## config.mk

```make
export PLATFORM = sky130hd
export DESIGN_NAME = modular_field_alu_core
export DESIGN_NICKNAME = d
export VERILOG_FILES = /design/src/mfa_pkg.sv /design/src/mfa_divider.sv /design/src/modular_field_alu_core.sv
export SDC_FILE = /design/constraint.sdc
export NUM_CORES = 2
export LEC_CHECK = 0
export ABC_AREA = 0
export BUFFER_PORTS_ARGS = -buffer_cell sky130_fd_sc_hd__buf_2
export CORE_UTILIZATION = 65
export DETAILED_ROUTE_END_ITERATION = 12
export GPL_TIMING_DRIVEN = 0
export PLACE_DENSITY = 0.8
export SLEW_MARGIN = 20
export SYNTH_ARGS = -nofsm -noshare
export SYNTH_HDL_FRONTEND = slang
export SYNTH_SLANG_ARGS = --single-unit
```

## constraint.sdc

```tcl
create_clock -name aclk -period 9 [get_ports aclk]
set_input_delay 1.35 -clock aclk [delete_from_list [all_inputs] [get_ports aclk]]
set_output_delay 1.35 -clock aclk [all_outputs]
set_load 0.01 [all_outputs]
```

## src/mfa_pkg.sv

```systemverilog
// shared widths, operation codes and divider handshake types for the modular field alu
package mfa_pkg;

    localparam int VW    = 16;              // operand and modulus width
    localparam int DW    = 2 * VW;          // dividend width of the shared divider
    localparam int CNT_W = $clog2(DW + 1);  // divider step counter
    localparam int CW    = VW + 2;          // signed euclid coefficient width
    localparam int PW    = VW + 1 + CW;     // signed product width

    localparam logic [VW-1:0] MOD_RESET = VW'(65521);

    localparam logic [1:0] ACT_ADD = 2'd0;
    localparam logic [1:0] ACT_SUB = 2'd1;
    localparam logic [1:0] ACT_MUL = 2'd2;
    localparam logic [1:0] ACT_DIV = 2'd3;

    typedef struct packed {
        logic          start;
        logic          long_op;   // full DW-bit dividend instead of VW bits
        logic [DW-1:0] dividend;
        logic [VW-1:0] divisor;
    } div_req_t;

    typedef struct packed {
        logic          done;
        logic          busy;
        logic [VW-1:0] quotient;
        logic [VW-1:0] remainder;
    } div_rsp_t;

endpackage

```

## src/mfa_divider.sv

```systemverilog
// shared restoring divider, one quotient bit per cycle
module mfa_divider (
    input  logic              aclk,
    input  logic              aresetn,
    input  mfa_pkg::div_req_t req,
    output mfa_pkg::div_rsp_t rsp
);

    logic                      busy_reg, busy_next;
    logic                      done_reg, done_next;
    logic [mfa_pkg::CNT_W-1:0] cnt_reg, cnt_next;
    logic [mfa_pkg::DW-1:0]    dvd_reg, dvd_next;
    logic [mfa_pkg::VW-1:0]    rem_reg, rem_next;
    logic [mfa_pkg::VW-1:0]    dsr_reg, dsr_next;

    logic [mfa_pkg::VW:0]      trial;
    logic [mfa_pkg::VW:0]      diff;
    logic                      fits;

    always_comb begin
        trial = {rem_reg, dvd_reg[mfa_pkg::DW-1]};
        diff  = trial - {1'b0, dsr_reg};
        fits  = trial >= {1'b0, dsr_reg};

        busy_next = busy_reg;
        done_next = 1'b0;
        cnt_next  = cnt_reg;
        dvd_next  = dvd_reg;
        rem_next  = rem_reg;
        dsr_next  = dsr_reg;

        if (req.start) begin
            busy_next = 1'b1;
            rem_next  = '0;
            dsr_next  = req.divisor;
            if (req.long_op) begin
                dvd_next = req.dividend;
                cnt_next = mfa_pkg::CNT_W'(mfa_pkg::DW);
            end else begin
                // short dividend sits in the upper half so it shifts out first
                dvd_next = {req.dividend[mfa_pkg::VW-1:0], {mfa_pkg::VW{1'b0}}};
                cnt_next = mfa_pkg::CNT_W'(mfa_pkg::VW);
            end
        end else if (busy_reg) begin
            rem_next = fits ? diff[mfa_pkg::VW-1:0] : trial[mfa_pkg::VW-1:0];
            dvd_next = {dvd_reg[mfa_pkg::DW-2:0], fits};
            cnt_next = cnt_reg - 1'b1;
            if (cnt_reg == mfa_pkg::CNT_W'(1)) begin
                busy_next = 1'b0;
                done_next = 1'b1;
            end
        end
    end

    always_ff @(posedge aclk) begin
        if (!aresetn) begin
            busy_reg <= 1'b0;
            done_reg <= 1'b0;
            cnt_reg  <= '0;
        end else begin
            busy_reg <= busy_next;
            done_reg <= done_next;
            cnt_reg  <= cnt_next;
        end
    end

    always_ff @(posedge aclk) begin
        dvd_reg <= dvd_next;
        rem_reg <= rem_next;
        dsr_reg <= dsr_next;
    end

    assign rsp.done      = done_reg;
    assign rsp.busy      = busy_reg;
    assign rsp.quotient  = dvd_reg[mfa_pkg::VW-1:0];
    assign rsp.remainder = rem_reg;

endmodule

```

## src/modular_field_alu_core.sv

```systemverilog
// modular field alu: sequencer, shared multiplier and the divider it drives
//
//  channel | direction | ports
//  --------+-----------+--------------------------------------------------
//  s_      | in        | s_valid s_ready s_action s_first_operand s_second_operand
//  m_      | out       | m_valid m_ready m_result m_error
//  cfg_    | in        | cfg_wr_en cfg_wr_data (modulus)
//
//  every divider pass, the product reduction included, runs on the one divider
//  add/sub reduce both operands; multiply adds a product and its reduction
//  divide adds euclid rounds of divide, multiply and update (about 24 rounds at most
//  for 16 bits); a divisor with no inverse skips the final product reduction
//  s_ready is high only while idle; a finished result waits in the output register
//  modulus resets to 65521; reset is synchronous, active low
module modular_field_alu_core (
    input  logic                   aclk,
    input  logic                   aresetn,
    input  logic                   s_valid,
    output logic                   s_ready,
    input  logic [1:0]             s_action,
    input  logic [mfa_pkg::VW-1:0] s_first_operand,
    input  logic [mfa_pkg::VW-1:0] s_second_operand,
    output logic                   m_valid,
    input  logic                   m_ready,
    output logic [mfa_pkg::VW-1:0] m_result,
    output logic                   m_error,
    input  logic                   cfg_wr_en,
    input  logic [mfa_pkg::VW-1:0] cfg_wr_data
);

    localparam logic [3:0] ST_IDLE    = 4'd0;
    localparam logic [3:0] ST_RED_A   = 4'd1;
    localparam logic [3:0] ST_RED_B   = 4'd2;
    localparam logic [3:0] ST_MUL_P   = 4'd3;
    localparam logic [3:0] ST_MUL_RED = 4'd4;
    localparam logic [3:0] ST_EUC_DIV = 4'd5;
    localparam logic [3:0] ST_EUC_MUL = 4'd6;
    localparam logic [3:0] ST_EUC_UPD = 4'd7;
    localparam logic [3:0] ST_EUC_END = 4'd8;
    localparam logic [3:0] ST_OUT     = 4'd9;

    logic [3:0]                    state_reg, state_next;
    logic                          start_reg, start_next;
    logic [mfa_pkg::VW-1:0]        mod_reg, mod_next;
    logic                          m_valid_reg, m_valid_next;
    logic [mfa_pkg::VW-1:0]        m_result_reg, m_result_next;
    logic                          m_error_reg, m_error_next;

    logic [1:0]                    act_reg, act_next;
    logic [mfa_pkg::VW-1:0]        ain_reg, ain_next;
    logic [mfa_pkg::VW-1:0]        bin_reg, bin_next;
    logic [mfa_pkg::VW-1:0]        a_reg, a_next;
    logic [mfa_pkg::VW-1:0]        b_reg, b_next;
    logic [mfa_pkg::VW-1:0]        r0_reg, r0_next;
    logic [mfa_pkg::VW-1:0]        r1_reg, r1_next;
    logic [mfa_pkg::VW-1:0]        rn_reg, rn_next;
    logic [mfa_pkg::VW-1:0]        quo_reg, quo_next;
    logic signed [mfa_pkg::CW-1:0] c0_reg, c0_next;
    logic signed [mfa_pkg::CW-1:0] c1_reg, c1_next;
    logic [mfa_pkg::VW-1:0]        res_reg, res_next;
    logic                          err_reg, err_next;
    logic signed [mfa_pkg::PW-1:0] prod_reg;

    logic signed [mfa_pkg::VW:0]   mul_x;
    logic signed [mfa_pkg::CW-1:0] mul_y;
    logic [mfa_pkg::VW:0]          add_sum;
    logic [mfa_pkg::VW:0]          add_wrap;
    logic [mfa_pkg::VW:0]          sub_wrap;
    logic [mfa_pkg::VW-1:0]        add_res;
    logic [mfa_pkg::VW-1:0]        sub_res;
    logic signed [mfa_pkg::CW-1:0] c0_fix;
    logic [mfa_pkg::VW-1:0]        inv_val;
    logic [mfa_pkg::VW-1:0]        bval;

    mfa_pkg::div_req_t div_req;
    mfa_pkg::div_rsp_t div_rsp;

    mfa_divider u_div (
        .aclk    (aclk),
        .aresetn (aresetn),
        .req     (div_req),
        .rsp     (div_rsp)
    );

    // divider operands follow the state that the start pulse lands in
    always_comb begin
        div_req.start    = start_reg;
        div_req.long_op  = 1'b0;
        div_req.dividend = {{mfa_pkg::VW{1'b0}}, ain_reg};
        div_req.divisor  = mod_reg;
        case (state_reg)
            ST_RED_B: begin
                div_req.dividend = {{mfa_pkg::VW{1'b0}}, bin_reg};
            end
            ST_MUL_RED: begin
                div_req.long_op  = 1'b1;
                div_req.dividend = prod_reg[mfa_pkg::DW-1:0];
            end
            ST_EUC_DIV: begin
                div_req.dividend = {{mfa_pkg::VW{1'b0}}, r0_reg};
                div_req.divisor  = r1_reg;
            end
            default: begin
            end
        endcase
    end

    // the one multiplier: a*b for products, quotient*coefficient in euclid rounds
    always_comb begin
        if (state_reg == ST_EUC_MUL) begin
            mul_x = $signed({1'b0, quo_reg});
            mul_y = c1_reg;
        end else begin
            mul_x = $signed({1'b0, a_reg});
            mul_y = $signed({2'b00, b_reg});
        end
    end

    always_comb begin
        bval     = div_rsp.remainder;
        add_sum  = {1'b0, a_reg} + {1'b0, bval};
        add_wrap = add_sum - {1'b0, mod_reg};
        add_res  = (add_sum >= {1'b0, mod_reg}) ? add_wrap[mfa_pkg::VW-1:0]
                                                : add_sum[mfa_pkg::VW-1:0];
        sub_wrap = {1'b0, a_reg} + {1'b0, mod_reg} - {1'b0, bval};
        sub_res  = (a_reg >= bval) ? (a_reg - bval) : sub_wrap[mfa_pkg::VW-1:0];
        c0_fix   = c0_reg[mfa_pkg::CW-1] ? (c0_reg + $signed({2'b00, mod_reg})) : c0_reg;
        inv_val  = (c0_fix[mfa_pkg::VW-1:0] == mod_reg) ? '0 : c0_fix[mfa_pkg::VW-1:0];
    end

    always_comb begin
        state_next    = state_reg;
        start_next    = 1'b0;
        mod_next      = cfg_wr_en ? cfg_wr_data : mod_reg;
        m_valid_next  = m_valid_reg && !m_ready;
        m_result_next = m_result_reg;
        m_error_next  = m_error_reg;
        act_next      = act_reg;
        ain_next      = ain_reg;
        bin_next      = bin_reg;
        a_next        = a_reg;
        b_next        = b_reg;
        r0_next       = r0_reg;
        r1_next       = r1_reg;
        rn_next       = rn_reg;
        quo_next      = quo_reg;
        c0_next       = c0_reg;
        c1_next       = c1_reg;
        res_next      = res_reg;
        err_next      = err_reg;

        case (state_reg)
            ST_IDLE: begin
                if (s_valid) begin
                    act_next = s_action;
                    ain_next = s_first_operand;
                    bin_next = s_second_operand;
                    if (mod_reg < mfa_pkg::VW'(2)) begin
                        res_next   = '0;
                        err_next   = 1'b0;
                        state_next = ST_OUT;
                    end else begin
                        start_next = 1'b1;
                        state_next = ST_RED_A;
                    end
                end
            end
            ST_RED_A: begin
                if (div_rsp.done) begin
                    a_next     = div_rsp.remainder;
                    start_next = 1'b1;
                    state_next = ST_RED_B;
                end
            end
            ST_RED_B: begin
                if (div_rsp.done) begin
                    b_next   = bval;
                    err_next = 1'b0;
                    case (act_reg)
                        mfa_pkg::ACT_ADD: begin
                            res_next   = add_res;
                            state_next = ST_OUT;
                        end
                        mfa_pkg::ACT_SUB: begin
                            res_next   = sub_res;
                            state_next = ST_OUT;
                        end
                        mfa_pkg::ACT_MUL: begin
                            state_next = ST_MUL_P;
                        end
                        default: begin
                            if (bval == '0) begin
                                res_next   = '0;
                                err_next   = 1'b1;
                                state_next = ST_OUT;
                            end else begin
                                r0_next    = mod_reg;
                                r1_next    = bval;
                                c0_next    = '0;
                                c1_next    = mfa_pkg::CW'(1);
                                start_next = 1'b1;
                                state_next = ST_EUC_DIV;
                            end
                        end
                    endcase
                end
            end
            ST_MUL_P: begin
                start_next = 1'b1;
                state_next = ST_MUL_RED;
            end
            ST_MUL_RED: begin
                if (div_rsp.done) begin
                    res_next   = div_rsp.remainder;
                    err_next   = 1'b0;
                    state_next = ST_OUT;
                end
            end
            ST_EUC_DIV: begin
                if (div_rsp.done) begin
                    quo_next   = div_rsp.quotient;
                    rn_next    = div_rsp.remainder;
                    state_next = ST_EUC_MUL;
                end
            end
            ST_EUC_MUL: begin
                state_next = ST_EUC_UPD;
            end
            ST_EUC_UPD: begin
                // coefficients stay within +-modulus, so the low bits are exact
                r0_next = r1_reg;
                r1_next = rn_reg;
                c0_next = c1_reg;
                c1_next = c0_reg - $signed(prod_reg[mfa_pkg::CW-1:0]);
                if (rn_reg == '0) begin
                    state_next = ST_EUC_END;
                end else begin
                    start_next = 1'b1;
                    state_next = ST_EUC_DIV;
                end
            end
            ST_EUC_END: begin
                if (r0_reg != mfa_pkg::VW'(1)) begin
                    res_next   = '0;
                    err_next   = 1'b1;
                    state_next = ST_OUT;
                end else begin
                    b_next     = inv_val;
                    state_next = ST_MUL_P;
                end
            end
            ST_OUT: begin
                if (!m_valid_reg || m_ready) begin
                    m_valid_next  = 1'b1;
                    m_result_next = res_reg;
                    m_error_next  = err_reg;
                    state_next    = ST_IDLE;
                end
            end
            default: begin
                state_next = ST_IDLE;
            end
        endcase
    end

    always_ff @(posedge aclk) begin
        if (!aresetn) begin
            state_reg   <= ST_IDLE;
            start_reg   <= 1'b0;
            mod_reg     <= mfa_pkg::MOD_RESET;
            m_valid_reg <= 1'b0;
        end else begin
            state_reg   <= state_next;
            start_reg   <= start_next;
            mod_reg     <= mod_next;
            m_valid_reg <= m_valid_next;
        end
    end

    always_ff @(posedge aclk) begin
        m_result_reg <= m_result_next;
        m_error_reg  <= m_error_next;
        act_reg      <= act_next;
        ain_reg      <= ain_next;
        bin_reg      <= bin_next;
        a_reg        <= a_next;
        b_reg        <= b_next;
        r0_reg       <= r0_next;
        r1_reg       <= r1_next;
        rn_reg       <= rn_next;
        quo_reg      <= quo_next;
        c0_reg       <= c0_next;
        c1_reg       <= c1_next;
        res_reg      <= res_next;
        err_reg      <= err_next;
        prod_reg     <= mul_x * mul_y;
    end

    assign s_ready  = (state_reg == ST_IDLE);
    assign m_valid  = m_valid_reg;
    assign m_result = m_result_reg;
    assign m_error  = m_error_reg;

`ifndef SYNTHESIS
    // a delivered beat always lies in the field
    a_result_range: assert property (@(posedge aclk) disable iff (!aresetn)
        m_valid_reg |-> ((mod_reg < mfa_pkg::VW'(2)) && (m_result_reg == '0))
                     || ((mod_reg >= mfa_pkg::VW'(2)) && (m_result_reg < mod_reg)))
        else $error("result beat outside 0..modulus-1");

    a_error_zero: assert property (@(posedge aclk) disable iff (!aresetn)
        (m_valid_reg && m_error_reg) |-> (m_result_reg == '0))
        else $error("error beat with nonzero result");

    a_start_state: assert property (@(posedge aclk) disable iff (!aresetn)
        start_reg |-> (state_reg == ST_RED_A) || (state_reg == ST_RED_B)
                   || (state_reg == ST_MUL_RED) || (state_reg == ST_EUC_DIV))
        else $error("divider started outside a divider wait state");

    a_idle_div: assert property (@(posedge aclk) disable iff (!aresetn)
        (state_reg == ST_IDLE) |-> (!div_rsp.busy && !div_rsp.done))
        else $error("divider active while sequencer idle");
`endif

endmodule

```

==> results.yml <==
cts:
  cts.hold.buffers_added: 0
  post_cts.resized_instances: 10
  clockBufferDepth: 3
  tritoncts_clock_tree: "built"
  cts-root-buf: "sky130_fd_sc_hd__clkbuf_16"
  cts_setup_buffers: 0
  clk_pin_slew_worst_paths_ns: 0.07
  cts_num_sinks: 326
  tritoncts.num_buffers: 34
  worstSkewPairLatency_ns: 0.55
  htree_num_levels: 2
critical_path:
  rr_startpoint: "state_reg[0]"
  path_max_fanout: 10
  worst_setup_path_start_kind: "register"
  worstSetupPathType: "register to register"
  worstRegToRegCells: 26
  timing.critical_path.required_ns: 9.48
  worstPathArrival_ns: 9.13
  r2r_slack_ns: 0.35
  timing.critical_path.to_type: "register"
  reg2reg_end: "prod_reg[31]"
die:
  die_width_um: 217
  floorplan.core_area_sq_um: 45500
  initial_cell_density_of_the_core_pct: 65.9
  io_pins: 74
  floorplan.rows: 78
  chipHeight_um: 217
  area_of_the_die_sq_um: 47000
synthesis:
  netlist_top_cells_area: "sky130_fd_sc_hd__edfxtp_1 (25%), sky130_fd_sc_hd__fa_1 (20%), sky130_fd_sc_hd__ha_1 (8.1%)"
  ys_ff_latch: 326
  portion_of_the_post_synthesis_area_used_by_sequential_elements_pct: 30.1
  synthDominantCellAreaShare_pct: 24.8
  synth.lib_cells_used.distinct: 91
  post-synth-top-count-cell: "sky130_fd_sc_hd__inv_1"
  dominantRegCellSynth: "sky130_fd_sc_hd__edfxtp_1"
  synthesis.area_per_instance_sq_um: 9.49
  synth-edff-count: 248
  yosys_warnings: 0
  netlist_instances: 3159
  number_of_nets_in_the_synthesized_netlist: 3703
  syn_area_sq_um: 30000
  yosysTopAreaCell: "sky130_fd_sc_hd__edfxtp_1"
  netlist_top_cells_count: "sky130_fd_sc_hd__inv_1 (529), sky130_fd_sc_hd__nand2_1 (319), sky130_fd_sc_hd__fa_1 (294), sky130_fd_sc_hd__nor2_1 (293), sky130_fd_sc_hd__edfxtp_1 (248)"
  share_of_flip_flops_with_an_asynchronous_set_or_reset_after_synthesis_pct: 0
timing:
  layout_setup_ws_ns: 0.352
  timing.slew.headroom_pct: 23.1
  worst_hold_slack_ns: 0.419
  unrepaired_setup_endpoints_after_global_routing: "false"
  setup-violations-final: 0
  max_slew.worst_pin.slew_ns: 1.12
  finalCriticalPeriod_ns: 8.65
  achievable-frequency_mhz: 116
  worst_clock_skew_ns: 0.0285
  finalHoldViolations: 0
  post-route-period-util_pct: 96.1
  finalSetupTns_ns: 0
  slew_limit_fails: 0
route:
  vias_per_cell: 6.29
  route.final.wire_length_um: 92700
  routedLengthMet1_um: 36600
  maxUsedRoutingLayer: "met4"
  detail_route.wl_per_cell_um: 23.8
  route.met2.wl_um: 40400
  drtIter0Drc: 3190
  detailedRoute.firstPassIterationCount: 11
  wl_met3_um: 12400
  route.detailed.drc: 0
  antenna_left: 0
  vias: 24500
grt:
  grt_pass1_wl_um: 141000
  initial_antenna_violation_count: 4
  grt_start_max_net_pins: 46
  grtUsageTotal_pct: 40.1
  gr-total-overflow: 0
  grt_pass1_vias: 24200
run_status:
  run_status: "complete, no violations"
min_path:
  hp-class: "register to register"
  worst_hold_path.num_cells: 0
  holdCritStartpoint: "res_reg[11]"
  end_point_of_the_worst_hold_path: "m_result[11]"
cells_and_area:
  finalNetCount: 3815
  final.fill_count: 3479
  areaGrowthSynthToFinish_pct: 7.90
  final_layout_size_suffix_gt1_share_pct: 7.58
  final_core_util_pct: 71.1
power:
  overall_power_after_layout_uw: 8010
  p_leak_uw: 0.0143
  pwr_density_cell_nw_per_um2: 248
  vdd_ir_drop_max_mv: 0.244
place:
  port-buffer-count: 72
  gpl.final_weighted_congestion: 1.05
  dp.final_hpwl_um: 74800
  post-place-ws_ns: -0.536
job:
  cap_viol_max_count: 0
cell type report:
type,instances,area [sq um],area share (%)
Multi-Input combinational cell,2186,18600,57.4
Timing Repair Buffer,76,398,1.23
Sequential cell,326,9010,27.9
Buffer,116,523,1.62
Inverter,531,1990,6.16
Antenna cell,1,2.50,0.00774
Tap cell,600,751,2.32
Clock inverter,16,169,0.522
Clock buffer,46,947,2.93
worst max-delay path, stage by stage, from the launching register on:
cell                       delay [ns]
sky130_fd_sc_hd__dfxtp_1         0.30
sky130_fd_sc_hd__clkbuf_1        0.20
sky130_fd_sc_hd__nand2b_1        0.28
sky130_fd_sc_hd__nor2_4          0.38
sky130_fd_sc_hd__clkbuf_2        0.37
sky130_fd_sc_hd__mux2i_1         0.85
sky130_fd_sc_hd__nor2_1          0.15
sky130_fd_sc_hd__fa_1            0.52
sky130_fd_sc_hd__inv_1           0.05
sky130_fd_sc_hd__fa_1            0.42
sky130_fd_sc_hd__fa_1            0.53
sky130_fd_sc_hd__fa_1            0.55
sky130_fd_sc_hd__inv_1           0.05
sky130_fd_sc_hd__fa_1            0.48
sky130_fd_sc_hd__inv_1           0.05
sky130_fd_sc_hd__fa_1            0.49
sky130_fd_sc_hd__inv_1           0.05
sky130_fd_sc_hd__ha_1            0.31
sky130_fd_sc_hd__a21oi_1         0.26
sky130_fd_sc_hd__a21boi_0        0.28
sky130_fd_sc_hd__a31oi_1         0.17
sky130_fd_sc_hd__o31ai_2         0.47
sky130_fd_sc_hd__a21oi_2         0.21
sky130_fd_sc_hd__o21ai_0         0.54
sky130_fd_sc_hd__o21ai_0         0.30
sky130_fd_sc_hd__nand3b_1        0.22
sky130_fd_sc_hd__nand4_1         0.11
cell families after synthesis:
group | count (synthesis) | synth area share, %
buffers and inverters | 647 | 8.35
XOR/XNOR | 149 | 4.35
adder cells (fa/ha/maj) | 489 | 27.8
AO/OA/AOI/OAI | 559 | 12.6
flip-flops | 326 | 30.1
AND/OR/NAND/NOR | 889 | 13.3
multiplexers | 100 | 3.53
how the worst max path moves through the flow:
stage,from,end,slack (ns),cells after the start
3_5_place_dp,state_reg[0],prod_reg[31],-0.54,28
4_1_cts,state_reg[0],prod_reg[31],0.1,27
5_1_grt,state_reg[0],prod_reg[31],0.04,28
6_report,state_reg[0],prod_reg[31],0.35,26
2_1_floorplan,state_reg[0],prod_reg[31],1.67,28
3_3_place_gp,state_reg[0],prod_reg[31],-0.22,28
routing by layer:
layer | GRT usage [%] | vias up
li1 | - | 10700
met1 | 57.3 | 11900
met2 | 59.9 | 1590
met3 | 10.2 | 219
met4 | 13.1 | 0
met5 | 0 | -
cells in the final DEF (no fill, tap or decap), drive strengths merged, types with 10 or more instances in the layout:
cell	instances
and3	12
nor2b	22
o21ai	159
fa	294
nand4	15
o31ai	21
and2	46
mux2i	64
nand3	43
xnor2	112
or3	11
nand2	319
buf	102
o221ai	10
mux2	36
nor2	293
a21oi	124
xor2	37
nor4	17
o21bai	21
nand2b	28
o211ai	29
clkinv	14
a222oi	17
a21o	43
a211oi	32
edfxtp	248
ha	195
nor3	49
clkbuf	136
o21a	15
inv	531
dfxtp	78
metrics by stage:
| step | std cells | instance area (sq um) |
|---|---|---|
| 2_1_floorplan | 3159 | 30000 |
| 3_3_place_gp | 3831 | 31100 |
| 3_5_place_dp | 3835 | 31100 |
| 4_1_cts | 3897 | 32300 |
| 5_1_grt | 3897 | 32300 |
| 6_report | 3898 | 32300 |
power breakdown:
group          total [uW]  leakage (uW)  internal [uW]  switching, uW
combinational        4300        0.0108           1660           2640
clock                1420      0.000550            808            614
sequential           2290       0.00292           1970            318
(Power assumes the default switching activity.)
